$ cat src/sha1h_pkg.sv
package sha1h_pkg;

  // Initial chaining value
  localparam logic [31:0] IV0 = 32'h67452301;
  localparam logic [31:0] IV1 = 32'hEFCDAB89;
  localparam logic [31:0] IV2 = 32'h98BADCFE;
  localparam logic [31:0] IV3 = 32'h10325476;
  localparam logic [31:0] IV4 = 32'hC3D2E1F0;

  // Round constants, one per group of twenty rounds
  localparam logic [31:0] K0 = 32'h5A827999;
  localparam logic [31:0] K1 = 32'h6ED9EBA1;
  localparam logic [31:0] K2 = 32'h8F1BBCDC;
  localparam logic [31:0] K3 = 32'hCA62C1D6;

  localparam logic [7:0] PAD_MARK = 8'h80;

  // Last byte position of a block and first position of the length field
  localparam logic [5:0] LAST_POS = 6'd63;
  localparam logic [5:0] LEN_POS  = 6'd56;
  localparam logic [6:0] LAST_RND = 7'd79;
  localparam logic [2:0] LAST_IDX = 3'd4;

  // Source of the byte written into the block
  typedef enum logic [1:0] {
    SEL_DATA,
    SEL_MARK,
    SEL_ZERO,
    SEL_LEN
  } byte_sel_e;

  // Round function group
  typedef enum logic [1:0] {
    PH_CHOOSE,
    PH_PARITY0,
    PH_MAJORITY,
    PH_PARITY1
  } phase_e;

  // Commands from the controller to the datapath
  typedef struct packed {
    logic       absorb;     // write one byte into the block
    logic       word_done;  // the byte completes a 32-bit word
    byte_sel_e  sel;
    logic       count_bits; // add 8 to the message length
    logic [2:0] len_pos;    // byte of the length field
    logic       load_vars;  // a..e <= chaining value
    logic       round;      // run one compression round
    phase_e     phase;
    logic       fold;       // chaining value += a..e
    logic       clear;      // start a new message
    logic [2:0] out_idx;    // digest word shown on the output
  } cmd_t;

endpackage

$ cat src/sha1_stream_hasher.sv
// SHA-1 over a byte stream. Each input request carries at most one message
// byte (tuser high) and may end the message (tlast); an end request without a
// byte pads what has arrived, so it also hashes the empty message. A byte that
// fills a 64-byte block holds the input while the block is run through 80
// rounds on the single round unit and folded into the chaining value. An end
// request then writes the end marker, zero fill and bit length one byte per
// cycle up to the block boundary (one or two blocks, each again 80 rounds
// and a fold), and the digest follows as five 32-bit words, most significant
// first, with the word index in tuser and tlast on the fifth. Input is refused
// until the last digest word is taken; the next request starts a new message.
module sha1_stream_hasher
  import sha1h_pkg::*;
(
  input  logic        clk_i,
  input  logic        rst_ni,
  // input stream
  input  logic        s_axis_tvalid,
  output logic        s_axis_tready,
  input  logic [7:0]  s_axis_tdata,   // [7:0] data_byte
  input  logic        s_axis_tuser,   // [0] byte_valid
  input  logic        s_axis_tlast,   // end_of_message
  // digest stream
  output logic        m_axis_tvalid,
  input  logic        m_axis_tready,
  output logic [31:0] m_axis_tdata,   // [31:0] digest_word
  output logic [2:0]  m_axis_tuser,   // [2:0] word_index
  output logic        m_axis_tlast    // last_word
);

  cmd_t cmd;

  sha1h_ctrl u_ctrl (
    .clk_i            (clk_i),
    .rst_ni           (rst_ni),
    .in_valid_i       (s_axis_tvalid),
    .in_ready_o       (s_axis_tready),
    .byte_valid_i     (s_axis_tuser),
    .end_of_message_i (s_axis_tlast),
    .out_valid_o      (m_axis_tvalid),
    .out_ready_i      (m_axis_tready),
    .cmd_o            (cmd)
  );

  sha1h_datapath u_datapath (
    .clk_i         (clk_i),
    .rst_ni        (rst_ni),
    .cmd_i         (cmd),
    .data_byte_i   (s_axis_tdata),
    .digest_word_o (m_axis_tdata)
  );

  // Word position and last flag follow the output index
  assign m_axis_tuser = cmd.out_idx;
  assign m_axis_tlast = (cmd.out_idx == LAST_IDX);

endmodule

$ cat src/sha1h_datapath.sv
module sha1h_datapath
  import sha1h_pkg::*;
(
  input  logic        clk_i,
  input  logic        rst_ni,
  input  cmd_t        cmd_i,
  input  logic [7:0]  data_byte_i,
  output logic [31:0] digest_word_o
);

  logic [31:0] w_q [16];
  logic [23:0] acc_q;
  logic [31:0] h_q [5];
  logic [31:0] v_q [5];
  logic [63:0] bits_q;

  logic [7:0]  byte_in;
  logic [63:0] len_shift;
  logic [31:0] expand;
  logic [31:0] new_word;
  logic [31:0] f;
  logic [31:0] k;
  logic [31:0] tmp;

  // Select the byte written into the block
  assign len_shift = bits_q << {cmd_i.len_pos, 3'b000};

  always_comb begin
    case (cmd_i.sel)
      SEL_DATA: byte_in = data_byte_i;
      SEL_MARK: byte_in = PAD_MARK;
      SEL_ZERO: byte_in = 8'h00;
      SEL_LEN:  byte_in = len_shift[63:56];
      default:  byte_in = 8'h00;
    endcase
  end

  // Schedule expansion and the word that enters the window
  assign expand   = w_q[13] ^ w_q[8] ^ w_q[2] ^ w_q[0];
  assign new_word = cmd_i.round ? {expand[30:0], expand[31]} : {acc_q, byte_in};

  // Round function and constant
  always_comb begin
    case (cmd_i.phase)
      PH_CHOOSE: begin
        f = (v_q[1] & v_q[2]) | (~v_q[1] & v_q[3]);
        k = K0;
      end
      PH_PARITY0: begin
        f = v_q[1] ^ v_q[2] ^ v_q[3];
        k = K1;
      end
      PH_MAJORITY: begin
        f = (v_q[1] & v_q[2]) | (v_q[1] & v_q[3]) | (v_q[2] & v_q[3]);
        k = K2;
      end
      PH_PARITY1: begin
        f = v_q[1] ^ v_q[2] ^ v_q[3];
        k = K3;
      end
      default: begin
        f = '0;
        k = '0;
      end
    endcase
  end

  assign tmp = {v_q[0][26:0], v_q[0][31:27]} + f + v_q[4] + k + w_q[0];

  // Byte accumulator and 16-word schedule window
  always_ff @(posedge clk_i) begin
    if (cmd_i.absorb) begin
      acc_q <= {acc_q[15:0], byte_in};
    end
    if ((cmd_i.absorb && cmd_i.word_done) || cmd_i.round) begin
      for (int i = 0; i < 15; i++) begin
        w_q[i] <= w_q[i + 1];
      end
      w_q[15] <= new_word;
    end
  end

  // Working variables
  always_ff @(posedge clk_i or negedge rst_ni) begin
    if (!rst_ni) begin
      for (int i = 0; i < 5; i++) begin
        v_q[i] <= '0;
      end
    end else if (cmd_i.load_vars) begin
      for (int i = 0; i < 5; i++) begin
        v_q[i] <= h_q[i];
      end
    end else if (cmd_i.round) begin
      v_q[0] <= tmp;
      v_q[1] <= v_q[0];
      v_q[2] <= {v_q[1][1:0], v_q[1][31:2]};
      v_q[3] <= v_q[2];
      v_q[4] <= v_q[3];
    end
  end

  // Chaining value and message length
  always_ff @(posedge clk_i or negedge rst_ni) begin
    if (!rst_ni) begin
      h_q[0] <= IV0;
      h_q[1] <= IV1;
      h_q[2] <= IV2;
      h_q[3] <= IV3;
      h_q[4] <= IV4;
      bits_q <= '0;
    end else if (cmd_i.clear) begin
      h_q[0] <= IV0;
      h_q[1] <= IV1;
      h_q[2] <= IV2;
      h_q[3] <= IV3;
      h_q[4] <= IV4;
      bits_q <= '0;
    end else begin
      if (cmd_i.fold) begin
        for (int i = 0; i < 5; i++) begin
          h_q[i] <= h_q[i] + v_q[i];
        end
      end
      if (cmd_i.count_bits) begin
        bits_q <= bits_q + 64'd8;
      end
    end
  end

  // Digest word on the output
  always_comb begin
    case (cmd_i.out_idx)
      3'd0:    digest_word_o = h_q[0];
      3'd1:    digest_word_o = h_q[1];
      3'd2:    digest_word_o = h_q[2];
      3'd3:    digest_word_o = h_q[3];
      3'd4:    digest_word_o = h_q[4];
      default: digest_word_o = h_q[0];
    endcase
  end

endmodule

$ cat src/sha1h_ctrl.sv
module sha1h_ctrl
  import sha1h_pkg::*;
(
  input  logic clk_i,
  input  logic rst_ni,
  input  logic in_valid_i,
  output logic in_ready_o,
  input  logic byte_valid_i,
  input  logic end_of_message_i,
  output logic out_valid_o,
  input  logic out_ready_i,
  output cmd_t cmd_o
);

  typedef enum logic [2:0] {
    ST_IDLE,
    ST_PAD,
    ST_ROUND,
    ST_FOLD,
    ST_OUT
  } state_e;

  state_e     state_q, state_d;
  logic [5:0] fill_q, fill_d;
  logic [6:0] rnd_q, rnd_d;
  logic [2:0] idx_q, idx_d;
  logic       pad_q, pad_d;     // padding in progress
  logic       mark_q, mark_d;   // end marker written
  logic       lenok_q, lenok_d; // this block takes the length field
  logic       final_q, final_d; // block under compression is the last

  logic       in_ready;
  logic       out_valid;
  cmd_t       cmd;

  assign in_ready_o  = in_ready;
  assign out_valid_o = out_valid;
  assign cmd_o       = cmd;

  always_comb begin
    state_d   = state_q;
    fill_d    = fill_q;
    rnd_d     = rnd_q;
    idx_d     = idx_q;
    pad_d     = pad_q;
    mark_d    = mark_q;
    lenok_d   = lenok_q;
    final_d   = final_q;
    in_ready  = 1'b0;
    out_valid = 1'b0;

    cmd           = '0;
    cmd.sel       = SEL_DATA;
    cmd.word_done = (fill_q[1:0] == 2'b11);
    cmd.len_pos   = fill_q[2:0];
    cmd.out_idx   = idx_q;
    if (rnd_q < 7'd20) begin
      cmd.phase = PH_CHOOSE;
    end else if (rnd_q < 7'd40) begin
      cmd.phase = PH_PARITY0;
    end else if (rnd_q < 7'd60) begin
      cmd.phase = PH_MAJORITY;
    end else begin
      cmd.phase = PH_PARITY1;
    end

    case (state_q)
      // Take a request; a byte goes into the block
      ST_IDLE: begin
        in_ready = 1'b1;
        if (in_valid_i) begin
          if (byte_valid_i) begin
            cmd.absorb     = 1'b1;
            cmd.count_bits = 1'b1;
            fill_d         = fill_q + 6'd1;
          end
          if (end_of_message_i) begin
            pad_d = 1'b1;
          end
          if (byte_valid_i && fill_q == LAST_POS) begin
            cmd.load_vars = 1'b1;
            rnd_d         = '0;
            state_d       = ST_ROUND;
          end else if (end_of_message_i) begin
            state_d = ST_PAD;
          end
        end
      end

      // Write marker, zero fill and length one byte per cycle
      ST_PAD: begin
        cmd.absorb = 1'b1;
        fill_d     = fill_q + 6'd1;
        mark_d     = 1'b1;
        if (!mark_q) begin
          cmd.sel = SEL_MARK;
          if (fill_q < LEN_POS) begin
            lenok_d = 1'b1;
          end
        end else if (lenok_q && fill_q >= LEN_POS) begin
          cmd.sel = SEL_LEN;
        end else begin
          cmd.sel = SEL_ZERO;
        end
        if (fill_q == LAST_POS) begin
          cmd.load_vars = 1'b1;
          rnd_d         = '0;
          state_d       = ST_ROUND;
          final_d       = lenok_q && mark_q;
          lenok_d       = 1'b1;
        end
      end

      // One compression round per cycle
      ST_ROUND: begin
        cmd.round = 1'b1;
        rnd_d     = rnd_q + 7'd1;
        if (rnd_q == LAST_RND) begin
          rnd_d   = '0;
          state_d = ST_FOLD;
        end
      end

      // Add the working variables into the chaining value
      ST_FOLD: begin
        cmd.fold = 1'b1;
        if (final_q) begin
          idx_d   = '0;
          state_d = ST_OUT;
        end else if (pad_q) begin
          state_d = ST_PAD;
        end else begin
          state_d = ST_IDLE;
        end
      end

      // Hand out five digest words, then start over
      ST_OUT: begin
        out_valid = 1'b1;
        if (out_ready_i) begin
          idx_d = idx_q + 3'd1;
          if (idx_q == LAST_IDX) begin
            cmd.clear = 1'b1;
            idx_d     = '0;
            fill_d    = '0;
            pad_d     = 1'b0;
            mark_d    = 1'b0;
            lenok_d   = 1'b0;
            final_d   = 1'b0;
            state_d   = ST_IDLE;
          end
        end
      end

      default: begin
        state_d = ST_IDLE;
      end
    endcase
  end

  always_ff @(posedge clk_i or negedge rst_ni) begin
    if (!rst_ni) begin
      state_q <= ST_IDLE;
      fill_q  <= '0;
      rnd_q   <= '0;
      idx_q   <= '0;
      pad_q   <= 1'b0;
      mark_q  <= 1'b0;
      lenok_q <= 1'b0;
      final_q <= 1'b0;
    end else begin
      state_q <= state_d;
      fill_q  <= fill_d;
      rnd_q   <= rnd_d;
      idx_q   <= idx_d;
      pad_q   <= pad_d;
      mark_q  <= mark_d;
      lenok_q <= lenok_d;
      final_q <= final_d;
    end
  end

endmodule
$ cat config.mk
export PLATFORM = sky130hd
export DESIGN_NAME = sha1_stream_hasher
export DESIGN_NICKNAME = d
export VERILOG_FILES = /design/src/sha1h_pkg.sv /design/src/sha1_stream_hasher.sv /design/src/sha1h_datapath.sv /design/src/sha1h_ctrl.sv
export SDC_FILE = /design/constraint.sdc
export NUM_CORES = 2
export LEC_CHECK = 0
export ABC_AREA = 1
export BUFFER_PORTS_ARGS = -buffer_cell sky130_fd_sc_hd__buf_2
export CORE_ASPECT_RATIO = 0.9
export CORE_MARGIN = 10
export CORE_UTILIZATION = 55
export DETAILED_ROUTE_END_ITERATION = 10
export PLACE_DENSITY = 0.73
export SKIP_CTS_REPAIR_TIMING = 1
export SLEW_MARGIN = 5
export SYNTH_ARGS = -nofsm -noshare
export SYNTH_HDL_FRONTEND = slang
export SYNTH_SLANG_ARGS = --single-unit
$ cat constraint.sdc
create_clock -name clk_i -period 48.7 [get_ports clk_i]
set_input_delay 9.74 -clock clk_i [delete_from_list [all_inputs] [get_ports clk_i]]
set_output_delay 9.74 -clock clk_i [all_outputs]
set_load 0.05 [all_outputs]
==> results.py <==
metrics = {
    "run_status": {
        "status": "finished, final reports clean",
    },
    "sta": {
        "fmax_mhz": 68.4,
        "setup_ws_ns": 34.09,
        "fin_tns_setup_ns": 0,
        "relSlewSlack_pct": 25.7,
        "worst_slew_pin_slew_ns": 1.11,
        "min_period_over_period_pct": 30.0,
        "setup_violations": 0,
        "period_minus_slack_ns": 14.61,
        "finalHoldViolCount": 0,
        "rsz0062_at_grt": "false",
        "skew_ns": 0.0505,
        "drv_slew": 0,
    },
    "cells_and_area": {
        "layout_commonest_cell": "nand2_1",
        "n_antenna_cell": 0,
        "nNetsFinal": 6435,
        "multi_input_area_um2": 23400,
        "n_fill_cell": 8359,
        "syn2layout_area_growth_pct": 8.74,
        "drive_gt1_share_pct": 6.04,
        "final_cell_mix": "1518 x nand2_1, 868 x inv_1, 536 x edfxtp_1, 462 x nor2_1",
        "regArea_um2": 26300,
    },
    "routing": {
        "drt-vias-per-instance": 6.01,
        "wl_per_cell_um": 24.7,
        "dr.pass1.iters": 6,
        "drt_iter0_markers": 5112,
        "drc_errors": 0,
        "num_vias": 44600,
        "ant_nets": 0,
        "drt_wl_total_mm": 183,
    },
    "logic_synthesis": {
        "yosysTopAreaCell": "edfxtp_1",
        "ys_seq_elements": 940,
        "ys_warn_count": 0,
        "async_flop_share_pct": 43.0,
        "syn-num-nets": 6405,
        "ys.flop_type": "edfxtp_1",
        "synth_edf_count": 536,
        "seq_area_frac_synth_pct": 49.0,
        "netlist_top_cells_area": "edfxtp_1 30%, dfrtp_1 15%, nand2_1 11%",
        "synthCells": 6031,
        "synthDistinctLibCells": 56,
        "netlist.area_leader.share_pct": 30.0,
        "syn_avg_cell_area_um2": 8.90,
        "synth_area_um2": 53700,
    },
    "placement": {
        "gp_congestion": 1.06,
        "port_buffers": 51,
        "hpwlAfterDp_mm": 139,
        "dp_worst_setup_slack_ns": 33.39,
    },
    "cts": {
        "cts-root-buf": "clkbuf_16",
        "path_clk_slew_ns": 0.06,
        "cts_tree": "built",
        "cts_buffer_depth": 3,
        "cts_sinks": 940,
        "clk_latency_ns": 0.72,
        "cts_buffers": 97,
        "htreeDepth": 3,
    },
    "global_route": {
        "gr-total-overflow": 0,
        "met1_usage_pct": 44.1,
        "grt_pass1_wl_mm": 270,
        "gr-max-usage-layer": "met2",
        "grt_max_degree": 201,
        "grtUsageTotal_pct": 32.7,
        "grt_util_met2_pct": 48.1,
        "antenna_found_initial": 6,
        "met3_usage_pct": 7.96,
        "grt_pass1_vias": 41900,
    },
    "die": {
        "die_w_um": 349,
        "rows": 108,
        "start_util_pct": 55.6,
        "io_pins": 52,
        "die_area_um2": 111000,
        "die_h_um": 316,
        "fp.coreArea_um2": 96600,
    },
    "critical_path": {
        "end_kind": "register",
        "cpMostUsedCell": "buf_4",
        "critPathArrivalTime_ns": 14.91,
        "path_buf_inv": 6,
        "path_class": "input pin to register",
        "required_ns": 49.00,
        "cpMaxStageDelayCell": "buf_4",
        "startpoint_type": "input pin",
        "critPathMaxStageDelay_ns": 0.96,
        "cp_cell_sequence": "buf_2 -> nand3_2 -> nand2_2 -> inv_1 -> o21ai_4 -> buf_4 -> buf_4 -> buf_4 -> buf_4",
        "path_delay_family": "buffers and inverters",
        "cp_max_fo": 89,
    },
    "min_path": {
        "hp-class": "register to register",
    },
    "flow_run": {
        "maxCapViolCount": 0,
    },
}
## cell families (layout without fill, tap and decap cells)
logic type	Yosys count	after routing	share of synthesized area, %
XOR/XNOR	155	155	2.53
AND/OR/NAND/NOR	2531	2531	19.4
adder cells (fa/ha/maj)	360	360	10.1
AO/OA/AOI/OAI	1013	1013	11.5
flip-flops	940	940	49.0
buffers and inverters	1032	1147	7.42
## metal layers
metal,wire (um),vias up
met5,102,-
met4,12600,16
met3,18800,534
met2,77000,2360
met1,74200,21400
li1,-,20200
## state kept, by name, summed over array words and instances (netlist names)
register	count
u_ctrl.state_q	3
u_ctrl.fill_q	6
u_datapath.acc_q	24
u_datapath.v_q	160
u_ctrl.final_q	1
u_datapath.bits_q	61
u_ctrl.lenok_q	1
u_ctrl.pad_q	1
u_datapath.w_q	512
u_ctrl.idx_q	3
u_ctrl.rnd_q	7
u_ctrl.mark_q	1
u_datapath.h_q	160
## final cells by class
type                            instances  area share (%)
Inverter                              879            5.66
Clock inverter                         57           0.954
Clock buffer                          127            4.54
Multi-Input combinational cell       4059            40.1
Timing Repair Buffer                   84           0.922
Tap cell                             1265            2.71
Sequential cell                       940            45.1
## metrics by stage
stage | hold slack [ns] | utilization (%) | instances | cell area, um2
after floorplan | 0.400 | - | 6031 | 53700
after global placement | 0.400 | 57.1 | 7227 | 55200
after detailed placement | 0.405 | 57.1 | 7227 | 55200
after CTS | 0.382 | 60.4 | 7411 | 58400
after global routing | 0.400 | 60.4 | 7411 | 58400
final | 0.374 | 60.4 | 7411 | 58400
## cells in the mapped netlist, drive strengths merged (15+ instances only)
cell and instances:
ha 235, nor3 80, a22o 15, a22oi 34
nand2 1524, nand3 329, o21bai 31, xnor2 90
inv 877, nor2 471, or2 21, o221ai 114
o211ai 36, xor2 65, clkbuf 83, fa 125
nand4 73, edfxtp 536, buf 70, dfstp 80
a221oi 33, a21oi 297, dfrtp 324, o22ai 55
a211oi 20, o21ai 330
## final timing paths
kind,start,to,slack [ns],depth (start not counted)
max,s_axis_tuser,u_datapath.w_q[0][19],34.09,9
min,u_datapath.w_q[9][18],u_datapath.w_q[8][18],0.37,0
max reg2reg,u_ctrl.rnd_q[4],u_datapath.v_q[159],41.81,26
min reg2reg,u_datapath.w_q[9][18],u_datapath.w_q[8][18],0.37,0
max in group asynchronous,rst_ni,u_datapath.bits_q[51],37.13,3
min in group asynchronous,rst_ni,u_datapath.h_q[73],9.12,1
Power is left out: the tool's default activity adds up to more than one toggle a clock period on the data nets, which glitch-free logic cannot reach.
